`src/hw/rtl/clr_pkg.sv`:
```
// Shared constants for the clipped line rasterizer: command codes and register indexes.
package clr_pkg;

	localparam int unsigned CFG_IDX_BITS = 3;

	localparam logic CMD_START = 1'b0;
	localparam logic CMD_STEP  = 1'b1;

	localparam logic [CFG_IDX_BITS-1:0] CFG_CLIP_LEFT    = 3'd0;
	localparam logic [CFG_IDX_BITS-1:0] CFG_CLIP_TOP     = 3'd1;
	localparam logic [CFG_IDX_BITS-1:0] CFG_CLIP_RIGHT   = 3'd2;
	localparam logic [CFG_IDX_BITS-1:0] CFG_CLIP_BOTTOM  = 3'd3;
	localparam logic [CFG_IDX_BITS-1:0] CFG_PIXEL_FORMAT = 3'd4;
	localparam logic [CFG_IDX_BITS-1:0] CFG_BLEND_ENABLE = 3'd5;

endpackage

```
`src/hw/rtl/clr_if.sv`:
```
// Valid/ready channel interfaces: line command words in, pixel words out.
interface clr_cmd_if #(parameter int unsigned COORD_BITS = 16);
	logic                         valid;
	logic                         ready;
	logic                         cmd;
	logic signed [COORD_BITS-1:0] start_x;
	logic signed [COORD_BITS-1:0] start_y;
	logic signed [COORD_BITS-1:0] end_x;
	logic signed [COORD_BITS-1:0] end_y;

	modport source (output valid, cmd, start_x, start_y, end_x, end_y, input ready);
	modport sink   (input valid, cmd, start_x, start_y, end_x, end_y, output ready);
endinterface

interface clr_pix_if #(parameter int unsigned COORD_BITS = 16);
	logic                         valid;
	logic                         ready;
	logic signed [COORD_BITS-1:0] pixel_x;
	logic signed [COORD_BITS-1:0] pixel_y;
	logic                         draw;
	logic                         blend;
	logic                         last;

	modport source (output valid, pixel_x, pixel_y, draw, blend, last, input ready);
	modport sink   (input valid, pixel_x, pixel_y, draw, blend, last, output ready);
endinterface

```
`src/hw/rtl/clipped_line_rasterizer.sv`:
```
// Top level: line setup with span clipping, Bresenham walk and per-pixel clip test.
//
// channel   dir  handshake     word
// cmd_ch    in   valid/ready   cmd, start_x, start_y, end_x, end_y
// pix_ch    out  valid/ready   pixel_x, pixel_y, draw, blend, last
// cfg       in   cfg_we        cfg_index, cfg_data
//
// One word per cycle: a step updates the line state and loads the pixel register
// in the cycle it is accepted; the error-term add and compare set that figure.
// A start word yields no pixel. Reset clears line state to idle and the clip window
// to its reset edges. cmd_ch.ready drops only while a pixel waits unclaimed.
module clipped_line_rasterizer
	import clr_pkg::*;
#(
	parameter int unsigned COORD_BITS = 16
) (
	input  logic                    clk,
	input  logic                    arst_n,
	input  logic                    cfg_we,
	input  logic [CFG_IDX_BITS-1:0] cfg_index,
	input  logic [COORD_BITS-1:0]   cfg_data,
	clr_cmd_if.sink                 cmd_ch,
	clr_pix_if.source               pix_ch
);

	localparam int unsigned CW = COORD_BITS;
	localparam int unsigned EW = COORD_BITS + 2;
	localparam int unsigned E2W = COORD_BITS + 3;
	localparam logic signed [CW-1:0] COORD_MAX = {1'b0, {(CW-1){1'b1}}};
	localparam logic signed [CW-1:0] ONE = {{(CW-1){1'b0}}, 1'b1};

	typedef enum logic [1:0] {MODE_IDLE, MODE_HLINE, MODE_VLINE, MODE_DIAG} mode_t;

	mode_t                  mode_q;
	logic signed [CW-1:0]   cur_x_q, cur_y_q, tgt_x_q, tgt_y_q;
	logic [CW-1:0]          dist_x_q, dist_y_q;
	logic                   x_neg_q, y_neg_q;
	logic signed [EW-1:0]   err_q;

	logic signed [CW-1:0]   clip_left_q, clip_top_q, clip_right_q, clip_bottom_q;
	logic                   blend_en_q;

	logic                   out_valid_q;
	logic signed [CW-1:0]   pixel_x_q, pixel_y_q;
	logic                   draw_q, blend_q, last_q;

	logic                   acc;

	// start setup
	logic                   horiz, vert;
	logic signed [CW-1:0]   sa, sb, fixed, fix_lo, fix_hi, run_lo, run_hi;
	logic signed [CW-1:0]   span_s, span_e, span_lo, span_hi;
	logic                   span_ok;
	logic signed [CW:0]     diff_x, diff_y;
	logic signed [CW:0]     neg_x, neg_y;
	logic [CW-1:0]          dx, dy;

	// step
	logic signed [CW-1:0]   inc_x, inc_y;
	logic signed [E2W-1:0]  e2, dxe, dye, err_nx;
	logic                   move_x, move_y, at_tgt, in_clip;

	assign acc          = cmd_ch.valid && cmd_ch.ready;
	assign cmd_ch.ready = !out_valid_q || pix_ch.ready;

	always_comb begin
		horiz  = (cmd_ch.start_y == cmd_ch.end_y);
		vert   = (cmd_ch.start_x == cmd_ch.end_x);
		sa     = horiz ? cmd_ch.start_x : cmd_ch.start_y;
		sb     = horiz ? cmd_ch.end_x   : cmd_ch.end_y;
		fixed  = horiz ? cmd_ch.start_y : cmd_ch.start_x;
		fix_lo = horiz ? clip_top_q     : clip_left_q;
		fix_hi = horiz ? clip_bottom_q  : clip_right_q;
		run_lo = horiz ? clip_left_q    : clip_top_q;
		run_hi = horiz ? clip_right_q   : clip_bottom_q;
		span_s = (sa < sb) ? sa : sb;
		span_e = (sa < sb) ? sb : sa;
		span_lo = (span_s < run_lo) ? run_lo : span_s;
		span_hi = (span_e > run_hi) ? run_hi : span_e;
		span_ok = (fixed >= fix_lo) && (fixed < fix_hi) && !(span_e < run_lo)
			&& (span_lo < span_hi);

		diff_x = {cmd_ch.end_x[CW-1], cmd_ch.end_x} - {cmd_ch.start_x[CW-1], cmd_ch.start_x};
		diff_y = {cmd_ch.end_y[CW-1], cmd_ch.end_y} - {cmd_ch.start_y[CW-1], cmd_ch.start_y};
		neg_x  = -diff_x;
		neg_y  = -diff_y;
		dx     = diff_x[CW] ? neg_x[CW-1:0] : diff_x[CW-1:0];
		dy     = diff_y[CW] ? neg_y[CW-1:0] : diff_y[CW-1:0];
	end

	always_comb begin
		inc_x   = cur_x_q + ONE;
		inc_y   = cur_y_q + ONE;
		dxe     = $signed({3'b000, dist_x_q});
		dye     = $signed({3'b000, dist_y_q});
		e2      = {err_q, 1'b0};
		move_x  = (e2 > -dye);
		move_y  = (e2 < dxe);
		err_nx  = {err_q[EW-1], err_q} - (move_x ? dye : '0) + (move_y ? dxe : '0);
		at_tgt  = (cur_x_q == tgt_x_q) && (cur_y_q == tgt_y_q);
		in_clip = (cur_x_q >= clip_left_q) && (cur_y_q >= clip_top_q)
			&& (cur_x_q < clip_right_q) && (cur_y_q < clip_bottom_q);
	end

	always_ff @(posedge clk or negedge arst_n) begin
		if (!arst_n) begin
			clip_left_q   <= '0;
			clip_top_q    <= '0;
			clip_right_q  <= COORD_MAX;
			clip_bottom_q <= COORD_MAX;
			blend_en_q    <= 1'b0;
		end else if (cfg_we) begin
			case (cfg_index)
				CFG_CLIP_LEFT:    clip_left_q   <= cfg_data;
				CFG_CLIP_TOP:     clip_top_q    <= cfg_data;
				CFG_CLIP_RIGHT:   clip_right_q  <= cfg_data;
				CFG_CLIP_BOTTOM:  clip_bottom_q <= cfg_data;
				CFG_BLEND_ENABLE: blend_en_q    <= cfg_data[0];
				// pixel format only concerns the downstream writer
				default: ;
			endcase
		end
	end

	always_ff @(posedge clk or negedge arst_n) begin
		if (!arst_n) begin
			mode_q      <= MODE_IDLE;
			cur_x_q     <= '0;
			cur_y_q     <= '0;
			tgt_x_q     <= '0;
			tgt_y_q     <= '0;
			dist_x_q    <= '0;
			dist_y_q    <= '0;
			x_neg_q     <= 1'b0;
			y_neg_q     <= 1'b0;
			err_q       <= '0;
			out_valid_q <= 1'b0;
			pixel_x_q   <= '0;
			pixel_y_q   <= '0;
			draw_q      <= 1'b0;
			blend_q     <= 1'b0;
			last_q      <= 1'b0;
		end else begin
			if (pix_ch.ready)
				out_valid_q <= 1'b0;
			if (acc && cmd_ch.cmd == CMD_START) begin
				mode_q <= MODE_IDLE;
				if (horiz || vert) begin
					if (span_ok) begin
						mode_q <= horiz ? MODE_HLINE : MODE_VLINE;
						if (horiz) begin
							cur_x_q <= span_lo;
							tgt_x_q <= span_hi;
							cur_y_q <= cmd_ch.start_y;
							tgt_y_q <= cmd_ch.start_y;
						end else begin
							cur_y_q <= span_lo;
							tgt_y_q <= span_hi;
							cur_x_q <= cmd_ch.start_x;
							tgt_x_q <= cmd_ch.start_x;
						end
					end
				end else begin
					mode_q   <= MODE_DIAG;
					dist_x_q <= dx;
					dist_y_q <= dy;
					x_neg_q  <= !(cmd_ch.start_x < cmd_ch.end_x);
					y_neg_q  <= !(cmd_ch.start_y < cmd_ch.end_y);
					err_q    <= $signed({2'b00, dx}) - $signed({2'b00, dy});
					cur_x_q  <= cmd_ch.start_x;
					cur_y_q  <= cmd_ch.start_y;
					tgt_x_q  <= cmd_ch.end_x;
					tgt_y_q  <= cmd_ch.end_y;
				end
			end else if (acc) begin
				out_valid_q <= 1'b1;
				blend_q     <= blend_en_q;
				pixel_x_q   <= cur_x_q;
				pixel_y_q   <= cur_y_q;
				draw_q      <= 1'b1;
				last_q      <= 1'b0;
				unique case (mode_q)
					MODE_HLINE: begin
						cur_x_q <= inc_x;
						if (inc_x >= tgt_x_q) begin
							last_q <= 1'b1;
							mode_q <= MODE_IDLE;
						end
					end
					MODE_VLINE: begin
						cur_y_q <= inc_y;
						if (inc_y >= tgt_y_q) begin
							last_q <= 1'b1;
							mode_q <= MODE_IDLE;
						end
					end
					MODE_DIAG: begin
						draw_q <= in_clip;
						if (at_tgt) begin
							last_q <= 1'b1;
							mode_q <= MODE_IDLE;
						end else begin
							err_q <= err_nx[EW-1:0];
							if (move_x)
								cur_x_q <= x_neg_q ? cur_x_q - ONE : inc_x;
							if (move_y)
								cur_y_q <= y_neg_q ? cur_y_q - ONE : inc_y;
						end
					end
					default: begin
						pixel_x_q <= '0;
						pixel_y_q <= '0;
						draw_q    <= 1'b0;
						last_q    <= 1'b1;
					end
				endcase
			end
		end
	end

	assign pix_ch.valid   = out_valid_q;
	assign pix_ch.pixel_x = pixel_x_q;
	assign pix_ch.pixel_y = pixel_y_q;
	assign pix_ch.draw    = draw_q;
	assign pix_ch.blend   = blend_q;
	assign pix_ch.last    = last_q;

endmodule

```
`src/flat_wrapper.sv`:
```
// flat-port wrapper written by rule: the top's interface ports become plain ports
module clipped_line_rasterizer_flat import clr_pkg::*;
#(
	parameter int unsigned COORD_BITS = 16
)
  (clk, arst_n, cfg_we, cfg_index, cfg_data, cmd_ch_valid, cmd_ch_cmd, cmd_ch_start_x, cmd_ch_start_y, cmd_ch_end_x, cmd_ch_end_y, cmd_ch_ready, pix_ch_valid, pix_ch_pixel_x, pix_ch_pixel_y, pix_ch_draw, pix_ch_blend, pix_ch_last, pix_ch_ready);
  clr_cmd_if #(.COORD_BITS(COORD_BITS)) cmd_ch_i ();
  clr_pix_if #(.COORD_BITS(COORD_BITS)) pix_ch_i ();
  input  logic clk;
  input  logic arst_n;
  input  logic cfg_we;
  input  logic [CFG_IDX_BITS-1:0] cfg_index;
  input  logic [COORD_BITS-1:0] cfg_data;
  input wire logic [$bits(cmd_ch_i.valid)-1:0] cmd_ch_valid;
  input wire logic [$bits(cmd_ch_i.cmd)-1:0] cmd_ch_cmd;
  input wire logic [$bits(cmd_ch_i.start_x)-1:0] cmd_ch_start_x;
  input wire logic [$bits(cmd_ch_i.start_y)-1:0] cmd_ch_start_y;
  input wire logic [$bits(cmd_ch_i.end_x)-1:0] cmd_ch_end_x;
  input wire logic [$bits(cmd_ch_i.end_y)-1:0] cmd_ch_end_y;
  output wire logic [$bits(cmd_ch_i.ready)-1:0] cmd_ch_ready;
  output wire logic [$bits(pix_ch_i.valid)-1:0] pix_ch_valid;
  output wire logic [$bits(pix_ch_i.pixel_x)-1:0] pix_ch_pixel_x;
  output wire logic [$bits(pix_ch_i.pixel_y)-1:0] pix_ch_pixel_y;
  output wire logic [$bits(pix_ch_i.draw)-1:0] pix_ch_draw;
  output wire logic [$bits(pix_ch_i.blend)-1:0] pix_ch_blend;
  output wire logic [$bits(pix_ch_i.last)-1:0] pix_ch_last;
  input wire logic [$bits(pix_ch_i.ready)-1:0] pix_ch_ready;
  assign cmd_ch_i.valid = cmd_ch_valid;
  assign cmd_ch_i.cmd = cmd_ch_cmd;
  assign cmd_ch_i.start_x = cmd_ch_start_x;
  assign cmd_ch_i.start_y = cmd_ch_start_y;
  assign cmd_ch_i.end_x = cmd_ch_end_x;
  assign cmd_ch_i.end_y = cmd_ch_end_y;
  assign cmd_ch_ready = cmd_ch_i.ready;
  assign pix_ch_valid = pix_ch_i.valid;
  assign pix_ch_pixel_x = pix_ch_i.pixel_x;
  assign pix_ch_pixel_y = pix_ch_i.pixel_y;
  assign pix_ch_draw = pix_ch_i.draw;
  assign pix_ch_blend = pix_ch_i.blend;
  assign pix_ch_last = pix_ch_i.last;
  assign pix_ch_i.ready = pix_ch_ready;
  clipped_line_rasterizer #(.COORD_BITS(COORD_BITS)) u_core (.clk(clk), .arst_n(arst_n), .cfg_we(cfg_we), .cfg_index(cfg_index), .cfg_data(cfg_data), .cmd_ch(cmd_ch_i), .pix_ch(pix_ch_i));
endmodule
```
`config.mk`:
```
export PLATFORM = sky130hd
export DESIGN_NAME = clipped_line_rasterizer_flat
export DESIGN_NICKNAME = d
export VERILOG_FILES = /design/src/hw/rtl/clr_pkg.sv /design/src/hw/rtl/clr_if.sv /design/src/hw/rtl/clipped_line_rasterizer.sv /design/src/flat_wrapper.sv
export SDC_FILE = /design/constraint.sdc
export NUM_CORES = 1
export LEC_CHECK = 0
export BUFFER_PORTS_ARGS = -buffer_cell sky130_fd_sc_hd__buf_2
export CAP_MARGIN = 20
export CORE_ASPECT_RATIO = 0.5
export CORE_UTILIZATION = 35
export CTS_BUF_LIST = sky130_fd_sc_hd__clkbuf_4
export DETAILED_ROUTE_END_ITERATION = 10
export PLACE_DENSITY = 0.59
export SETUP_SLACK_MARGIN = 0.3
export SYNTH_ARGS = -nofsm -noshare
export SYNTH_HDL_FRONTEND = slang
export SYNTH_SLANG_ARGS = --single-unit
```
`constraint.sdc`:
```
create_clock -name clk -period 7.41 [get_ports clk]
set_input_delay 0 -clock clk [delete_from_list [all_inputs] [get_ports clk]]
set_output_delay 0 -clock clk [all_outputs]
set_load 0.005 [all_outputs]
```
==> results of run 1 <==
==> sequential cells by signal, indices dropped and copies added (netlist names), 2 cells and up <==
signal                 cells
u_core.pix_ch.pixel_y     16
u_core.tgt_y_q            16
u_core.clip_bottom_q      16
u_core.pix_ch.pixel_x     16
u_core.mode_q              2
u_core.err_q              18
u_core.dist_x_q           16
u_core.clip_top_q         16
u_core.cur_x_q            16
u_core.tgt_x_q            16
u_core.clip_left_q        16
u_core.clip_right_q       16
u_core.dist_y_q           16
u_core.cur_y_q            16
==> kinds of logic (layout without fill, tap and decap cells) <==
family	after synthesis	count (layout)
and+or+nand+nor	923	923
adders and majority gates	331	331
DFF	219	219
muxes	112	112
buffers and inverters	437	1032
AOI/OAI and AO/OA	853	853
xor gates and xnor gates	147	147
other	0	5
==> final timing paths <==
check | slack, ns | to
setup / recovery | -0.09 | u_core.cur_x_q[13]
min in group asynchronous | 0.33 | u_core.clip_right_q[9]
setup reg to reg | 0.66 | u_core.err_q[17]
max in group asynchronous | 6.28 | u_core.dist_x_q[5]
hold reg to reg | 0.47 | u_core.pix_ch.pixel_y[7]
hold / removal | 0.10 | u_core.dist_y_q[1]
==> power breakdown <==
part           switching [mW]  leakage, nW  internal (mW)  total (mW)
Combinational            3.83         11.7           3.19        7.02
Clock                   0.596        0.448          0.566        1.16
Sequential              0.761         2.62           1.63        2.39
Total                    5.19         14.8           5.38        10.6
==> final cells by class <==
cell class              count  area (sq um)
diodes                      5         12.51
clock buffers              87         653.1
flip-flops and latches    219          5518
clock inverters            15         87.58
inverters                 292          1119
fillers                  6531         34580
well taps                 884          1106
repair buffers            638          5350
multi-input cells        2366         17310
==> layer usage <==
metal / share of wire, % / global-route usage (%)
met1: 45 / 38.83
met2: 43 / 43.66
met3: 7.6 / 5.125
met4: 4.3 / 11.62
met5: 0.0091 / 0
==> stage by stage <==
step | setup TNS, ns | instances | power, mW | hold slack [ns] | utilization, %
5_1_grt | -12.59 | 4504 | 11.49 | 0.08782 | 47.39
3_3_place_gp | -80.75 | 4188 | 8.753 | 0.1541 | 41.52
4_1_cts | 0 | 4487 | 10.34 | 0.003918 | 46.82
3_5_place_dp | -83.42 | 4188 | 8.864 | 0.1656 | 41.52
2_1_floorplan | -51.78 | 3022 | 6.516 | -0.2956 | -
6_report | -0.9082 | 4506 | 10.57 | 0.1008 | 47.40
==> placed cells by master (no fill, tap or decap), types with 55 or more instances in the layout <==
| master | netlist | layout |
|---|---|---|
| sky130_fd_sc_hd__buf_2 | 12 | 111 |
| sky130_fd_sc_hd__clkbuf_4 | 0 | 87 |
| sky130_fd_sc_hd__nand4_1 | 55 | 55 |
| sky130_fd_sc_hd__inv_1 | 292 | 272 |
| sky130_fd_sc_hd__a21oi_1 | 212 | 184 |
| sky130_fd_sc_hd__nand2_1 | 314 | 311 |
| sky130_fd_sc_hd__a21o_1 | 94 | 94 |
| sky130_fd_sc_hd__nor2_1 | 240 | 233 |
| sky130_fd_sc_hd__o21ai_0 | 288 | 259 |
| sky130_fd_sc_hd__xnor2_1 | 97 | 97 |
| sky130_fd_sc_hd__ha_1 | 312 | 288 |
| sky130_fd_sc_hd__dlygate4sd3_1 | 0 | 152 |
| sky130_fd_sc_hd__dfrtp_1 | 189 | 189 |
| sky130_fd_sc_hd__buf_4 | 5 | 323 |
==> timing repair <==
action                                  CTS  global route
cloned                                    8             0
hold buffers                            153             0
pin swaps                                45            16
setup buffers                            36            14
endpoints found under the setup margin   66            71
resized for setup                       180            54
endpoints found under the hold margin   329             0
==> worst max-delay path: cells and delay by family <==
family	cells	cell delay, ns
and+or+nand+nor	8	1.30
muxes	2	0.61
buffers and inverters	12	1.70
AOI/OAI and AO/OA	20	3.82
adders and majority gates	4	0.85
==> results.md, run 1 <==
## Power
• 0.2234 mV — maximum vdd ir drop
• 339.3 nW/um^2 — power per cell area
• 14.80 nW — leakage power total

## Die
• 185.4 microns — vertical extent of the die
• 68380 sq um — Die Outline Area
• 66 — number of core rows
• 35.82% — effective utilization at floorplan
• 368.8 microns — width of the die
• 65730 sq um — core area
• 126 — I/O pin cnt

## Cells and area
• 32.32% — area overhead of the layout relative to synthesis
• 31160 sq um — Final Instance Area
• 3996 — fin nets
• 22.75% — share of layout cells above drive strength 1

## Worst setup path
• 8.29 ns — data arrival time of the worst path
• 11 — largest fanout on the critical path
• input port to register — CP Class
• u_core.dist_y_q[4] — Reg-to-Reg Start
• 29 — Worst Reg-to-Reg Cells
• register — nature of the critical path endpoint
• cmd_ch_start_y[8] — crit path launch
• sky130_fd_sc_hd__mux2i_2 — Critical Path Slowest Stage Cell
• 8.20 ns — required time of the critical path
• 0.36 ns — CP peak stage delay
• input port — type of origin of the critical path
• sky130_fd_sc_hd__a21o_1 — most frequent cell on the critical path

## GRT
• 23887 — via count of the first global-routing pass
• 6 — antenna violations before repair
• 106 — pin count of the biggest net entering global routing
• 28.30% — aggregate global-route resource usage
• 146.1 mm — first-pass GRT wire length
• 0 — overflow left after global routing

## Clock network
• 219 — sinks on the clock net
• 0.08 ns — Clk pin slew, worst setup/hold paths
• 2 — count of H-tree levels built during CTS
• yes — TritonCTS clock tree
• 0.92 ns — clock latency reported for the late side of the worst-skew pair
• 3 — maximum count of clock buffers along a single path
• 59 — clock buffers created by TritonCTS
• sky130_fd_sc_hd__clkbuf_4 — CTS Root Buffer Type

## Synth
• compound AO/OA/AOI/OAI gates — combinational family with the most area after synthesis
• 0 — Warnings, synthesis
• 3022 — number of standard cells after synthesis
• 83 — distinct cell type count after synthesis
• 22.18% — Compound-Gate Fraction of Synth Area
• 18.19% — fraction of the mapped netlist area in adder cells
• 5.101% — share of cell area taken by muxes after synthesis
• sky130_fd_sc_hd__dfrtp_1, sky130_fd_sc_hd__ha_1, sky130_fd_sc_hd__o21ai_0, sky130_fd_sc_hd__nand2_1, sky130_fd_sc_hd__inv_1 — top cells by area, synth
• 5.468% — parity-gate share of the synthesized area counting xor and xnor cells
• 7.792 sq um — Avg Synthesized Cell Area
• sky130_fd_sc_hd__nand2_1 — most instantiated library cell after synthesis
• sky130_fd_sc_hd__dfrtp_1 — leading area contributor after synthesis
• 219 — total of flip-flops plus latches after synthesis
• 3442 — Post-Syn Nets
• 100.0% — fraction of registers with async set/reset
• 23550 sq um — post-synthesis cell area
• 20.09% — area share of the largest cell type after synthesis
• 18.48% — synthesized-area fraction occupied by and/or/nand/nor cells
• sky130_fd_sc_hd__dfrtp_1 — Main synth FF type
• 23.43% — sequential area share after synthesis
• 0 — Post-synth EDFFs
• sky130_fd_sc_hd__nand2_1, sky130_fd_sc_hd__ha_1, sky130_fd_sc_hd__inv_1 — Synth top cells by count

## Placement
• 1.013 — GPL Wtd Cong
• 27290 sq um — Placed Instance Area
• 76.65 mm — detailed placer's ending HPWL
• 125 — number of port buffers
• -1.499 ns — setup slack at placement

## Timing
• -0.09315 ns — minimum setup slack in the final design
• 26 — final setup fails
• 101.3% — final period utilization
• 0.1195 ns — clock skew after layout
• yes — unrepaired setup endpoints after global routing
• 0 — final max-slew violation count
• 0 — final-report hold violation count
• 0.9671 ns — slew of the pin with the lowest slew margin
• 34.84% — tightest slew margin relative to the limit
• 7.503 ns — min Tclk post-route
• 0.1333 GHz — Fmax achieved

## Outcome
• complete, but fails checks — outcome
• negative setup slack — failing checks

## Route
• 25013 — total via count in the routed design
• 21.86 microns — routed len/inst
• 0 — antenna viol nets, final
• 2417 — number of design-rule violations left by the first detailed-router iteration
• 98.51 mm — final wirelength
• 6 — number of iterations in the first detailed-routing pass
• 5.551 — Avg Vias per Cell
• 0 — DRC viols

## Hold path
• cmd_ch_end_y[1] — Hold Path Origin
• 5 — Cells on Worst Hold Path
• input port to register — path class of the lowest-slack min-delay path

## Flow run
• 0 — max-capacitance violation count

(Power assumes the default switching activity.)
==> inputs of run 2 (changes only) <==
- ABC_AREA: default -> 1
==> results.md, run 2 <==
## Synth
• sky130_fd_sc_hd__dfrtp_1 — Main synth FF type
• 62 — distinct cell type count after synthesis
• 219 — total of flip-flops plus latches after synthesis
• 3754 — Post-Syn Nets
• 100.0% — fraction of registers with async set/reset
• 20.32% — area share of the largest cell type after synthesis
• sky130_fd_sc_hd__dfrtp_1 — leading area contributor after synthesis
• 23.70% — sequential area share after synthesis
• 6.983 sq um — Avg Synthesized Cell Area
• sky130_fd_sc_hd__dfrtp_1, sky130_fd_sc_hd__ha_1, sky130_fd_sc_hd__nand2_1, sky130_fd_sc_hd__o21ai_0, sky130_fd_sc_hd__inv_1 — top cells by area, synth
• 3334 — number of standard cells after synthesis
• 0 — Warnings, synthesis
• sky130_fd_sc_hd__nand2_1, sky130_fd_sc_hd__inv_1, sky130_fd_sc_hd__o21ai_0 — Synth top cells by count
• 0 — Post-synth EDFFs
• 23280 sq um — post-synthesis cell area
• sky130_fd_sc_hd__nand2_1 — most instantiated library cell after synthesis

## Flow run
• 0 — max-capacitance violation count

## Placement
• 73.74 mm — detailed placer's ending HPWL
• 25440 sq um — Placed Instance Area
• 1.024 — GPL Wtd Cong
• 125 — number of port buffers

## GRT
• 7 — antenna violations before repair
• met2 — busiest metal layer after global routing
• 139.0 mm — first-pass GRT wire length
• 0 — overflow left after global routing
• 127 — pin count of the biggest net entering global routing
• 26.93% — aggregate global-route resource usage
• 37.96% — met1 Resource Use GR
• 4.760% — met3 Track Usage GR
• 22912 — via count of the first global-routing pass
• 41.19% — fraction of met2 tracks used by global routing

## Cells and area
• 20.66% — area overhead of the layout relative to synthesis
• 28090 sq um — Final Instance Area
• sky130_fd_sc_hd__nand2_1 — most frequent standard cell in the layout excluding fill and tap cells
• 6829 — Fillers
• 18 — max reg flops
• 15.09% — share of layout cells above drive strength 1
• sky130_fd_sc_hd__nand2_1, sky130_fd_sc_hd__inv_1, sky130_fd_sc_hd__o21ai_0 — leading cell types in the layout, fill and taps excluded
• u_core.err_q — register name with the most flops
• 4086 — fin nets

## Die
• 67610 sq um — Die Outline Area
• 366.7 microns — width of the die
• 66 — number of core rows
• 184.4 microns — vertical extent of the die
• 126 — I/O pin cnt
• 35.59% — effective utilization at floorplan
• 65400 sq um — core area

## Clock network
• sky130_fd_sc_hd__clkbuf_4 — CTS Root Buffer Type
• 0.07 ns — Clk pin slew, worst setup/hold paths
• 3 — maximum count of clock buffers along a single path
• 58 — clock buffers created by TritonCTS
• yes — TritonCTS clock tree
• 219 — sinks on the clock net
• 2 — count of H-tree levels built during CTS
• 0.86 ns — clock latency reported for the late side of the worst-skew pair

## Power
• 340.1 nW/um^2 — power per cell area
• 13.99 nW — leakage power total
• 9.553 mW — overall power after layout
• 0.1531 mV — maximum vdd ir drop

## Worst setup path
• u_core.dist_y_q[0] — Reg-to-Reg Start
• sky130_fd_sc_hd__nor2_2 — most frequent cell on the critical path
• register — nature of the critical path endpoint
• u_core.dist_y_q[0] — crit path launch
• register — type of origin of the critical path
• simple AND/OR/NAND/NOR gates — cell type group with the largest total delay on the critical path
• 8.17 ns — required time of the critical path
• sky130_fd_sc_hd__fa_1 — Critical Path Slowest Stage Cell
• 7.63 ns — data arrival time of the worst path
• 7 — WP buf/inv
• 4 — largest fanout on the critical path
• register to register — CP Class
• 0.49 ns — CP peak stage delay
• 0.53 ns — setup slack, reg-to-reg

## Timing
• 0 — final-report hold violation count
• 0.04722 ns — clock skew after layout
• yes — unrepaired setup endpoints after global routing
• 0 — final max-slew violation count
• 28.33% — tightest slew margin relative to the limit
• 1.048 ns — slew of the pin with the lowest slew margin
• 0.1454 GHz — Fmax achieved
• 0 — final setup fails
• 92.79% — final period utilization
• 0 ns — setup TNS
• 6.875 ns — min Tclk post-route

## Route
• 93.03 mm — final wirelength
• 2266 — number of design-rule violations left by the first detailed-router iteration
• 20.22 microns — routed len/inst
• 24598 — total via count in the routed design
• 5.347 — Avg Vias per Cell
• 6 — number of iterations in the first detailed-routing pass
• 0 — antenna viol nets, final
• 0 — DRC viols

## Hold path
• input port to register — path class of the lowest-slack min-delay path
• cfg_index[2] — Hold Path Origin

## Outcome
• completed — outcome

## run 2: cell count changes after synthesis, sizes merged, moves of 50 or more
cell	change
mux2i	-62
xor2	+50
inv	+165
nand3	+87
a21o	-88
nand2	+470
o21ai	+112
xnor2	-68
## run 2: per-layer routing
metal  wire, microns  vias to the layer above
met5              13                        -
li1                -                    11849
met2           39050                     1015
met1           42880                    11533
met4            3421                        2
met3            7660                      199
## run 2: cell families after synthesis
group	share of synthesized area (%)
simple gates	23.47
fa+ha+maj	18.40
mux	0.1720
compound gates	19.62
xor+xnor	4.853
flops	23.70
buf+inv	9.787
## run 2: area by class of cell
type	instances	area, sq um	area share [%]
Inverter	460	1732	6.165
Clock buffer	87	653.1	2.325
Antenna cell	5	12.51	0.04454
Clock inverter	18	97.59	0.3474
Timing Repair Buffer	393	3184	11.34
Tap cell	884	1106	3.938
Sequential cell	219	5518	19.64
Multi-Input combinational cell	2534	15790	56.20
## run 2: final timing paths
check,endpoint,cells after the start
worst max-delay path,u_core.err_q[17],48
worst min-delay path,u_core.blend_en_q,4
worst max register to register,u_core.err_q[17],48
worst min register to register,u_core.pix_ch.pixel_x[1],2
max in group asynchronous,u_core.dist_y_q[5],4
min in group asynchronous,u_core.clip_right_q[2],3
## run 2: report_power, final
part	total (mW)	internal (mW)	switching [mW]
logic	6.30	2.49	3.81
registers	2.10	1.56	0.537
clock network	1.15	0.569	0.584
## run 2: timing repair
action,4_1_cts,5_1_grt
buffers inserted,2,21
cloned,0,1
endpoints found under the hold margin,378,0
hold buffers,130,0
pin swaps,0,31
setup endpoints to repair,2,72
gates resized for setup,5,86
## run 2: tightest hold or removal path, cell delays in order
cell and delay [ns]:
sky130_fd_sc_hd__dlygate4sd3_1 0.53, sky130_fd_sc_hd__buf_2 0.13, sky130_fd_sc_hd__nand3_1 0.12, sky130_fd_sc_hd__o21ai_0 0.08
## run 2: metrics by stage
step / setup WS, ns / utilization (%) / hold slack (ns) / std cells
after detailed placement: -0.02536 / 38.90 / -0.01171 / 4335
after CTS: 0.3076 / 42.10 / 0.005218 / 4572
after global placement: 0.01840 / 38.89 / -0.01531 / 4334
after floorplan: 0.6113 / - / -0.2956 / 3334
final: 0.5346 / 42.95 / 0.08273 / 4600
after global routing: -0.05189 / 42.94 / 0.01826 / 4597
